**config.mk**
```make
export PLATFORM = sky130hd
export DESIGN_NAME = link_handshake_retry_fsm
export DESIGN_NICKNAME = d
export VERILOG_FILES = /design/src/rtl/lhr_pkg.sv /design/src/rtl/lhr_cfg_regs.sv /design/src/rtl/lhr_link_ctrl.sv /design/src/rtl/link_handshake_retry_fsm.sv
export SDC_FILE = /design/constraint.sdc
export NUM_CORES = 1
export LEC_CHECK = 0
export ABC_AREA = 1
export ABC_CLOCK_PERIOD_IN_PS = 11300
export BUFFER_PORTS_ARGS = -buffer_cell sky130_fd_sc_hd__buf_2
export CAP_MARGIN = 20
export CORE_ASPECT_RATIO = 0.9
export CORE_MARGIN = 3
export CORE_UTILIZATION = 63
export DETAILED_ROUTE_END_ITERATION = 16
export HOLD_SLACK_MARGIN = 0.1
export PLACE_DENSITY = 0.94
export SLEW_MARGIN = 20
export SYNTH_ARGS = -nofsm -noshare
export SYNTH_HDL_FRONTEND = slang
export SYNTH_HIERARCHICAL = 1
export SYNTH_SLANG_ARGS = --single-unit
```
**constraint.sdc**
```tcl
create_clock -name clk_i -period 11.3 [get_ports clk_i]
set_input_delay 2.26 -clock clk_i [delete_from_list [all_inputs] [get_ports clk_i]]
set_output_delay 2.26 -clock clk_i [all_outputs]
set_load 0.01 [all_outputs]
```
**src/rtl/lhr_pkg.sv**
```systemverilog
// ----------------------------------------------------------------------------
// lhr_pkg
// Shared types, constants and helpers for the link handshake retry controller
// ----------------------------------------------------------------------------
`default_nettype none

package lhr_pkg;

  localparam int unsigned RETRY_W      = 8;
  localparam int unsigned INTERVAL_W   = 20;
  localparam int unsigned BLINK_W      = 8;
  localparam int unsigned ADDR_W       = 16;
  localparam int unsigned RSSI_W       = 9;
  localparam int unsigned SNR_W        = 8;
  localparam int unsigned PCT_W        = 7;
  localparam int unsigned CFG_IDX_W    = 8;
  localparam int unsigned CFG_DATA_W   = 32;
  localparam int unsigned IN_TDATA_W   = 40;
  localparam int unsigned OUT_TDATA_W  = 56;

  localparam logic [BLINK_W-1:0]    SLOW_BLINK_TICKS_DEF = 8'd250;
  localparam logic [BLINK_W-1:0]    FAST_BLINK_TICKS_DEF = 8'd75;
  localparam logic [RETRY_W-1:0]    MAX_RETRIES_RST      = 8'd5;
  localparam logic [INTERVAL_W-1:0] RETRY_INTERVAL_RST   = 20'd3000;

  // register indexes
  localparam logic [CFG_IDX_W-1:0] CFG_MAX_RETRIES    = 8'd0;
  localparam logic [CFG_IDX_W-1:0] CFG_RETRY_INTERVAL = 8'd1;

  // rssi mapping: clamp to -100..-30 dBm, then scale 0..70 to 0..100
  localparam logic signed [RSSI_W:0] RSSI_OFS   = 10'sd100;
  localparam logic signed [RSSI_W:0] RSSI_SPAN  = 10'sd70;
  localparam int unsigned            RSSI_SHIFT = 14;
  localparam logic [14:0]            RSSI_RECIP = 15'd23410;

  typedef enum logic [1:0] {
    MODE_SEARCHING = 2'd0,
    MODE_LOCKED    = 2'd1,
    MODE_FAILED    = 2'd2
  } link_mode_e;

  typedef enum logic {
    CMD_TICK  = 1'b0,
    CMD_FRAME = 1'b1
  } cmd_e;

  typedef struct packed {
    logic [RETRY_W-1:0]    max_retries;
    logic [INTERVAL_W-1:0] retry_interval;
  } cfg_t;

  typedef struct packed {
    cmd_e                     cmd;
    logic [ADDR_W-1:0]        sender_id;
    logic                     is_pong;
    logic signed [RSSI_W-1:0] raw_rssi;
    logic signed [SNR_W-1:0]  snr;
  } item_t;

  typedef struct packed {
    logic                    send_ping;
    logic                    led_write;
    logic                    led_first;
    logic                    led_second;
    link_mode_e              link_state;
    logic [ADDR_W-1:0]       locked_addr;
    logic                    deliver_data;
    logic [ADDR_W-1:0]       sender_out;
    logic [PCT_W-1:0]        rssi_pct;
    logic signed [SNR_W-1:0] snr_out;
  } result_t;

  function automatic logic [PCT_W-1:0] rssi_percent(logic signed [RSSI_W-1:0] dbm);
    logic signed [RSSI_W:0] ofs;
    logic [PCT_W-1:0]       lin;
    logic [21:0]            prod;
    ofs = $signed({dbm[RSSI_W-1], dbm}) + RSSI_OFS;
    if (ofs < 10'sd0) begin
      lin = '0;
    end else if (ofs > RSSI_SPAN) begin
      lin = PCT_W'(RSSI_SPAN);
    end else begin
      lin = ofs[PCT_W-1:0];
    end
    // times 10/7 by reciprocal, exact over 0..70
    prod = 22'(lin) * 22'(RSSI_RECIP);
    return prod[RSSI_SHIFT +: PCT_W];
  endfunction

endpackage

`default_nettype wire

```
**src/rtl/lhr_cfg_regs.sv**
```systemverilog
// ----------------------------------------------------------------------------
// lhr_cfg_regs
// Configuration register file: retry limit and retry interval
// ----------------------------------------------------------------------------
`default_nettype none

module lhr_cfg_regs
  import lhr_pkg::*;
(
  input  wire logic                  clk_i,
  input  wire logic                  rst_ni,
  input  wire logic                  cfg_valid_i,
  output logic                       cfg_ready_o,
  input  wire logic [CFG_IDX_W-1:0]  cfg_index_i,
  input  wire logic [CFG_DATA_W-1:0] cfg_data_i,
  output cfg_t                       cfg_o
);

  cfg_t cfg_q;
  cfg_t cfg_d;

  assign cfg_ready_o = 1'b1;

  always_comb begin
    cfg_d = cfg_q;
    if (cfg_valid_i) begin
      unique case (cfg_index_i)
        CFG_MAX_RETRIES:    cfg_d.max_retries    = cfg_data_i[RETRY_W-1:0];
        CFG_RETRY_INTERVAL: cfg_d.retry_interval = cfg_data_i[INTERVAL_W-1:0];
        default:            cfg_d = cfg_q;
      endcase
    end
  end

  always_ff @(posedge clk_i or negedge rst_ni) begin
    if (!rst_ni) begin
      cfg_q.max_retries    <= MAX_RETRIES_RST;
      cfg_q.retry_interval <= RETRY_INTERVAL_RST;
    end else begin
      cfg_q <= cfg_d;
    end
  end

  assign cfg_o = cfg_q;

endmodule

`default_nettype wire

```
**src/rtl/lhr_link_ctrl.sv**
```systemverilog
// ----------------------------------------------------------------------------
// lhr_link_ctrl
// Link state machine, ping retry timer, led blinker and frame bookkeeping
// ----------------------------------------------------------------------------
`default_nettype none

module lhr_link_ctrl
  import lhr_pkg::*;
#(
  parameter logic [BLINK_W-1:0] SLOW_BLINK_TICKS = SLOW_BLINK_TICKS_DEF,
  parameter logic [BLINK_W-1:0] FAST_BLINK_TICKS = FAST_BLINK_TICKS_DEF
) (
  input  wire logic  clk_i,
  input  wire logic  rst_ni,
  input  wire logic  step_i,
  input  wire item_t item_i,
  input  wire cfg_t  cfg_i,
  output result_t    result_o
);

  link_mode_e              mode_q, mode_d;
  logic [RETRY_W-1:0]      retries_q, retries_d;
  logic [INTERVAL_W-1:0]   ping_el_q, ping_el_d, ping_el_inc;
  logic                    ever_q, ever_d;
  logic [BLINK_W-1:0]      blink_el_q, blink_el_d, blink_el_inc, period;
  logic                    phase_q, phase_d;
  logic [ADDR_W-1:0]       gw_q, gw_d;
  logic [PCT_W-1:0]        pct_q, pct_d;
  logic signed [SNR_W-1:0] snr_q, snr_d;
  logic                    ping, ledw, deliver, ping_due;
  logic [ADDR_W-1:0]       sender;

  assign ping_el_inc  = (ping_el_q != '1) ? ping_el_q + 1'b1 : ping_el_q;
  assign blink_el_inc = (blink_el_q != '1) ? blink_el_q + 1'b1 : blink_el_q;
  assign ping_due     = !ever_q || (ping_el_inc >= cfg_i.retry_interval);

  always_comb begin
    mode_d     = mode_q;
    retries_d  = retries_q;
    ping_el_d  = ping_el_q;
    ever_d     = ever_q;
    blink_el_d = blink_el_q;
    phase_d    = phase_q;
    gw_d       = gw_q;
    pct_d      = pct_q;
    snr_d      = snr_q;
    ping       = 1'b0;
    ledw       = 1'b0;
    deliver    = 1'b0;
    sender     = '0;
    period     = SLOW_BLINK_TICKS;

    if (item_i.cmd == CMD_TICK) begin
      ping_el_d  = ping_el_inc;
      blink_el_d = blink_el_inc;
      unique case (mode_q)
        MODE_SEARCHING: begin
          if (ping_due) begin
            if (retries_q < cfg_i.max_retries) begin
              ping      = 1'b1;
              ping_el_d = '0;
              retries_d = retries_q + 1'b1;
              ever_d    = 1'b1;
            end else begin
              mode_d = MODE_FAILED;
            end
          end
        end
        MODE_LOCKED, MODE_FAILED: ;
        default: ;
      endcase
      if (mode_d != MODE_LOCKED) begin
        period = (mode_d == MODE_FAILED) ? FAST_BLINK_TICKS : SLOW_BLINK_TICKS;
        if (blink_el_inc >= period) begin
          blink_el_d = '0;
          phase_d    = ~phase_q;
          ledw       = 1'b1;
        end
      end
    end else begin
      pct_d = rssi_percent(item_i.raw_rssi);
      snr_d = item_i.snr;
      if (item_i.is_pong && (mode_q == MODE_SEARCHING)) begin
        gw_d   = item_i.sender_id;
        mode_d = MODE_LOCKED;
      end else begin
        deliver = 1'b1;
        sender  = item_i.sender_id;
      end
    end

    result_o.send_ping    = ping;
    result_o.led_write    = ledw;
    result_o.led_first    = phase_d;
    result_o.led_second   = ~phase_d;
    result_o.link_state   = mode_d;
    result_o.locked_addr  = gw_d;
    result_o.deliver_data = deliver;
    result_o.sender_out   = sender;
    result_o.rssi_pct     = pct_d;
    result_o.snr_out      = snr_d;
  end

  always_ff @(posedge clk_i or negedge rst_ni) begin
    if (!rst_ni) begin
      mode_q     <= MODE_SEARCHING;
      retries_q  <= '0;
      ping_el_q  <= '0;
      ever_q     <= 1'b0;
      blink_el_q <= '0;
      phase_q    <= 1'b0;
      gw_q       <= '0;
      pct_q      <= '0;
      snr_q      <= '0;
    end else if (step_i) begin
      mode_q     <= mode_d;
      retries_q  <= retries_d;
      ping_el_q  <= ping_el_d;
      ever_q     <= ever_d;
      blink_el_q <= blink_el_d;
      phase_q    <= phase_d;
      gw_q       <= gw_d;
      pct_q      <= pct_d;
      snr_q      <= snr_d;
    end
  end

endmodule

`default_nettype wire

```
**src/rtl/link_handshake_retry_fsm.sv**
```systemverilog
// ----------------------------------------------------------------------------
// link_handshake_retry_fsm
// Radio link handshake controller: ping retries, led blink, gateway lock
// ----------------------------------------------------------------------------
//   channel   direction  handshake               payload
//   s_axis    in         s_axis_tvalid/tready    tick or received frame
//   m_axis    out        m_axis_tvalid/tready    one result beat per input beat
//   cfg       in         cfg_valid_i/ready_o     register index and value
//
// one beat per cycle sustained while m_axis_tready stays high; a result beat
// passes through the input register, one pass of state logic and the result
// register once its input beat is taken
// reset puts the link in searching with retry limit 5 and interval 3000 ticks
// a stalled result holds the pipe; s_axis_tready falls only when both stages
// are full and m_axis_tready is low
`default_nettype none

module link_handshake_retry_fsm
  import lhr_pkg::*;
#(
  parameter logic [BLINK_W-1:0] SLOW_BLINK_TICKS = SLOW_BLINK_TICKS_DEF,
  parameter logic [BLINK_W-1:0] FAST_BLINK_TICKS = FAST_BLINK_TICKS_DEF
) (
  input  wire logic                   clk_i,
  input  wire logic                   rst_ni,
  input  wire logic                   s_axis_tvalid,
  output logic                        s_axis_tready,
  // sender_id, is_pong, raw_rssi, snr, zero pad
  input  wire logic [IN_TDATA_W-1:0]  s_axis_tdata,
  // cmd
  input  wire logic                   s_axis_tuser,
  output logic                        m_axis_tvalid,
  input  wire logic                   m_axis_tready,
  // send_ping, led_write, led_first, led_second, link_state, locked_addr,
  // deliver_data, sender_out, rssi_pct, snr_out, zero pad
  output logic [OUT_TDATA_W-1:0]      m_axis_tdata,
  input  wire logic                   cfg_valid_i,
  output logic                        cfg_ready_o,
  input  wire logic [CFG_IDX_W-1:0]   cfg_index_i,
  input  wire logic [CFG_DATA_W-1:0]  cfg_data_i
);

  cfg_t    cfg;
  item_t   in_item_q, in_item_d;
  logic    in_valid_q, in_valid_d;
  result_t res, out_q;
  logic    out_valid_q, out_valid_d;
  logic    advance, load;

  lhr_cfg_regs u_cfg (
    .clk_i       (clk_i),
    .rst_ni      (rst_ni),
    .cfg_valid_i (cfg_valid_i),
    .cfg_ready_o (cfg_ready_o),
    .cfg_index_i (cfg_index_i),
    .cfg_data_i  (cfg_data_i),
    .cfg_o       (cfg)
  );

  lhr_link_ctrl #(
    .SLOW_BLINK_TICKS (SLOW_BLINK_TICKS),
    .FAST_BLINK_TICKS (FAST_BLINK_TICKS)
  ) u_ctrl (
    .clk_i    (clk_i),
    .rst_ni   (rst_ni),
    .step_i   (advance),
    .item_i   (in_item_q),
    .cfg_i    (cfg),
    .result_o (res)
  );

  assign advance       = in_valid_q && (!out_valid_q || m_axis_tready);
  assign s_axis_tready = !in_valid_q || advance;
  assign load          = s_axis_tvalid && s_axis_tready;

  always_comb begin
    in_item_d.cmd       = cmd_e'(s_axis_tuser);
    in_item_d.sender_id = s_axis_tdata[15:0];
    in_item_d.is_pong   = s_axis_tdata[16];
    in_item_d.raw_rssi  = $signed(s_axis_tdata[25:17]);
    in_item_d.snr       = $signed(s_axis_tdata[33:26]);
    if (load) begin
      in_valid_d = 1'b1;
    end else if (advance) begin
      in_valid_d = 1'b0;
    end else begin
      in_valid_d = in_valid_q;
    end
    if (advance) begin
      out_valid_d = 1'b1;
    end else if (m_axis_tready) begin
      out_valid_d = 1'b0;
    end else begin
      out_valid_d = out_valid_q;
    end
  end

  always_ff @(posedge clk_i or negedge rst_ni) begin
    if (!rst_ni) begin
      in_valid_q  <= 1'b0;
      out_valid_q <= 1'b0;
    end else begin
      in_valid_q  <= in_valid_d;
      out_valid_q <= out_valid_d;
    end
  end

  always_ff @(posedge clk_i) begin
    if (load) begin
      in_item_q <= in_item_d;
    end
    if (advance) begin
      out_q <= res;
    end
  end

  assign m_axis_tvalid = out_valid_q;
  assign m_axis_tdata  = {2'b00,
                          out_q.snr_out,
                          out_q.rssi_pct,
                          out_q.sender_out,
                          out_q.deliver_data,
                          out_q.locked_addr,
                          out_q.link_state,
                          out_q.led_second,
                          out_q.led_first,
                          out_q.led_write,
                          out_q.send_ping};

endmodule

`default_nettype wire
```
=== Word-level counts from Yosys, hierarchy flattened ===
Cells that the tools add are included.

* Bits in latches: 0
* Output and inout bits: 59
* Register bits after elaboration: 190
* Input port bits: 86
* Bits in read-only memories: 0
* RAM bits: 0
* Memories kept: 0

* Muxes and demuxes: 31
* Bitwise logic cells: 6
* Divide/modulo/power cells: 0
* Order comparisons: 5
* $mul: 1
* Shift-type cells: 0
* Equal/unequal tests: 5
* $add $sub $neg: 4
* Reduce and logical (&&, ||, !) cells: 20

{| class="wikitable"
|+ Operator list
! kind !! count
|-
| $mux 20 || 4
|-
| $mux 8 || 5
|-
| $mux 16 || 2
|-
| $mux 7 || 4
|-
| $add 20x1->20 const B || 1
|-
| $ge 20x20->1 || 1
|-
| $mul 7x14->20 const B || 1
|-
| $ne 20x20->1 const B || 1
|-
| $add 8x1->8 const B || 2
|-
| $mux 2 || 6
|-
| $add 9x8->10 const B || 1
|-
| $gt 10x8->1 const B || 1
|-
| $lt 10x1->1 const B || 1
|-
| $mux 1 || 10
|-
| $eq 8x1->1 const B || 1
|-
| $ge 8x8->1 || 1
|-
| $logic_not 8->1 || 1
|-
| $lt 8x8->1 || 1
|-
| $ne 8x8->1 const B || 1
|-
| $not 1->1 || 6
|-
| $reduce_and 2->1 || 3
|-
| $reduce_and 5->1 || 1
|-
| $reduce_bool 2->1 || 2
|-
| $reduce_or 2->1 || 2
|-
| other kinds (7) || 13
|}

=== Logic depth before layout (Yosys ltp) ===
* Depth after elaboration: 14
* Depth in mapped cells: 38
* Depth with buffers taken out: 37

=== Cells and area by module ===
The synthesis kept the hierarchy.

{| class="wikitable"
|+ By module, submodules not included
! module !! times used !! seq. area each (um2) !! area each (um2) !! cells an instance
|-
| lhr_link_ctrl || 1 || 1776.7 || 6874.1 || 974
|-
| link_handshake_retry_fsm || 1 || 2722.6 || 2786.4 || 104
|-
| lhr_cfg_regs || 1 || 711.9 || 1234.9 || 144
|}

=== Least setup slack after synthesis ===
No wires, ideal clock.

* Path kind: input port to flip-flop
* Start: input m_axis_tready
* End: register u_ctrl.retries_q[5]
* Setup time: 0.117 ns
* Stages: 10
* Setup slack: 5.000 ns
* Arrival time: 6.183 ns
* Buffers on the path: 1
* Cells stage by stage: inv_2 a21oi_1 clkbuf_1 inv_1 nor2_1 inv_1 nor4_1 nand3_1 nand2_1 nand2_1

* Longest elaborated chain between the ends: 3

{| class="wikitable"
|+ Ends and longest elaborated chain
! element !! line !! source
|-
| start: declaration || link_handshake_retry_fsm.sv:33 || <nowiki>input wire logic m_axis_tready,</nowiki>
|-
| $logic_or 1x1->1 || link_handshake_retry_fsm.sv:72 || <nowiki>assign advance = in_valid_q && (!out_valid_q || m_axis_tready);</nowiki>
|-
| $logic_and 1x1->1 || link_handshake_retry_fsm.sv:72 ||
|-
| net advance || link_handshake_retry_fsm.sv:48 || <nowiki>logic advance, load;</nowiki>
|-
| $reduce_and 5->1 (no source line) || - ||
|-
| end signal: assignment || lhr_link_ctrl.sv:117 || <nowiki>retries_q <= retries_d;</nowiki>
|-
| end: declaration || lhr_link_ctrl.sv:22 || <nowiki>logic [RETRY_W-1:0] retries_q, retries_d;</nowiki>
|}

The timed path passes the listed nets, and every way through them passes these cells.
A chain may end at the register's enable or synchronous reset.

==> results.json <==
{
  "initial_core_util_pct": 66.0,
  "clock_path_buffers": 2,
  "ys_seq_elements": 190,
  "cp.arrival_ns": 6.18,
  "grt_max_degree": 80,
  "grt_pass1_wl_um": 40000,
  "p_leak_uw": 0.00619,
  "syn_area_mm2": 0.0109,
  "areaGrowthSynthToFinish_pct": 12.3,
  "grt_pass1_vias": 8392,
  "drive_above_1_share_pct": 16.0,
  "cp-end-kind": "flop",
  "drtAntennaViolNets": 0,
  "antenna_found_initial": 0,
  "path_delay_family": "adder cells",
  "cp_max_fo": 7,
  "power_per_cell_area_mw_per_mm2": 169,
  "synth_area_per_cell_um2": 8.92,
  "hpwl_um": 17000,
  "cts_resized": 0,
  "synth.top_cell.area_share_pct": 24.5,
  "fin_ws_ns": 5.31,
  "ys_types": 47,
  "synth_top_cells_by_count": "nand2_1 (335), inv_1 (193), dfrtp_1 (92)",
  "dp_slack_ns": 5.48,
  "ys_top_cells_by_area": "edfxtp_1 (25%), dfrtp_1 (21%), nand2_1 (12%)",
  "cap_violations": 0,
  "die_area_mm2": 0.0189,
  "period_needed_ns": 5.99,
  "critPathLaunchType": "flop",
  "gp_congestion": 0.889,
  "synth_top_area_cell": "edfxtp_1",
  "htree_levels": 4,
  "track_usage_pct": 26.9,
  "rsz0062_at_grt": "no",
  "final-hold-violation-count": 0,
  "n_antenna_cell": 0,
  "drcViolationCount": 0,
  "ctsHoldBuffers": 0,
  "slowest_stage": "fa_1",
  "clk_pin_slew_ns": 0.08,
  "setup_violations": 0,
  "synth-edff-count": 89,
  "die_h_um": 131,
  "crit_buf_inv": 6,
  "min_path_type": "reg2reg",
  "post_drt_wl_per_cell_um": 16.4,
  "dr.pass1.iters": 6,
  "core-area_mm2": 0.0165,
  "synthCells": 1222,
  "clock_skew_ns": 0.0117,
  "clock-root-buffer": "clkbuf_16",
  "cts_sinks": 190,
  "cts_tree": "built",
  "synth_top_flop_cell": "dfrtp_1",
  "tightest_slew_ns": 0.923,
  "post-cts-setup-buffers": 0,
  "drtIter0Drc": 875,
  "seq_area_frac_synth_pct": 47.8,
  "required_ns": 11.49,
  "synth_most_common_cell": "nand2_1",
  "worst_ir_drop_vdd_mv": 0.120,
  "p_total_uw": 2070,
  "tns_ns": 0,
  "fin_nets": 1519,
  "timing.final.max_slew_violations": 0,
  "slew_headroom_pct": 38.5,
  "async_reset_ff_share_pct": 53.2,
  "io_buffer_count": 123,
  "avgViaCountPerCell": 5.65,
  "synth_warnings": 6,
  "ios": 145,
  "vias": 8777,
  "max_freq_mhz": 167,
  "clk_latency_ns": 0.44,
  "crit_type": "reg2reg",
  "die_w_um": 145,
  "min_period_over_period_pct": 53.0,
  "fp-row-count": 44,
  "cts_made_buffers": 17,
  "crit_top_cell": "nand2_1",
  "status": "finished clean",
  "grt-ovfl-total": 0,
  "wl_um": 25500,
  "slowest_delay_ns": 0.51
}
==> routing by layer <==
metal | global-route usage, % | part of all wire (%) | vias to the layer above
li1 | - | - | 4140
met1 | 33.9 | 40 | 4145
met2 | 46.6 | 50 | 429
met3 | 5.09 | 7.0 | 63
met4 | 10.2 | 2.5 | 0
met5 | 0 | 0 | -
==> stage by stage <==
stage | util (%) | instance area (um^2) | std cells | hold WS (ns)
floorplan | - | 10900 | 1223 | 0.422
global placement | 70.5 | 11600 | 1521 | 0.452
detailed placement | 70.5 | 11600 | 1521 | 0.453
CTS | 74.0 | 12200 | 1553 | 0.464
global route | 74.1 | 12200 | 1553 | 0.480
finish | 74.1 | 12200 | 1553 | 0.465
==> path summary, 6_finish.rpt <==
check | startpoint | to | slack [ns] | cells after the start
min in group asynchronous | rst_ni | u_cfg/cfg_o[26] | 1.83 | 1
setup reg to reg | in_item_q[11] | m_axis_tdata[45] | 5.31 | 27
setup / recovery | in_item_q[11] | m_axis_tdata[45] | 5.31 | 27
hold / removal | u_cfg/cfg_o[4] | u_cfg/cfg_o[4] | 0.46 | 2
hold reg to reg | u_cfg/cfg_o[4] | u_cfg/cfg_o[4] | 0.46 | 2
max in group asynchronous | rst_ni | u_ctrl/retries_q[2] | 8.33 | 2
==> layout make-up <==
class | count | area [um^2]
Tap cell | 207 | 259
Sequential cell | 190 | 5210
Clock inverter | 15 | 146
Clock buffer | 17 | 425
Timing Repair Buffer | 128 | 656
Multi-Input combinational cell | 799 | 4790
Fill cell | 1059 | 4290
Inverter | 197 | 739
==> cell usage in the layout, fill, tap and decap left out, types with 4 or more instances in the layout <==
cell type / instances
nand2_1: 335
inv_1: 193
buf_2: 122
dfrtp_1: 92
edfxtp_1: 89
ha_1: 77
nand3_1: 72
nor2_1: 65
o21ai_0: 61
a21oi_1: 26
fa_1: 23
nand4_1: 21
xor2_1: 21
clkbuf_16: 17
o21ai_1: 12
nor2_2: 9
dfstp_2: 9
nor3_1: 8
or2_2: 8
buf_4: 6
xnor2_1: 6
conb_1: 5
inv_6: 5
nor2_4: 5
a211oi_1: 5
and2_1: 5
inv_8: 4
nand2_2: 4
nor4_1: 4
==> cell families after synthesis <==
logic type                 synth area share (%)
and+or+nand+nor                            22.4
buffers and inverters                      8.52
DFF                                        47.8
AOI/OAI and AO/OA                          5.75
adders and majority gates                  13.1
xor gates and xnor gates                   2.17
other                                     0.138
muxes                                    0.0919
==> worst min-delay path, delay by kind of cell, from the launching register on <==
family | cells | cell delay, ns
DFF | 1 | 0.37
and+or+nand+nor | 2 | 0.09
==> state kept, by name (all words and copies together) (netlist names) <==
register and flops:
u_ctrl/mode_q 2, u_ctrl/snr_q 8, u_ctrl/ever_q 1, u_cfg/cfg_o 28, u_ctrl/retries_q 8, m_axis_tdata 54, in_valid_q 1, u_ctrl/gw_q 16
u_ctrl/pct_q 7, u_ctrl/blink_el_q 8, m_axis_tvalid 1, in_item_q 35, u_ctrl/phase_q 1, u_ctrl/ping_el_q 20
==> power breakdown <==
group	internal (uW)	switching, uW
Combinational	233	415
Clock	294	289
Sequential	799	38.2
Power figures use the tool's default switching activity.
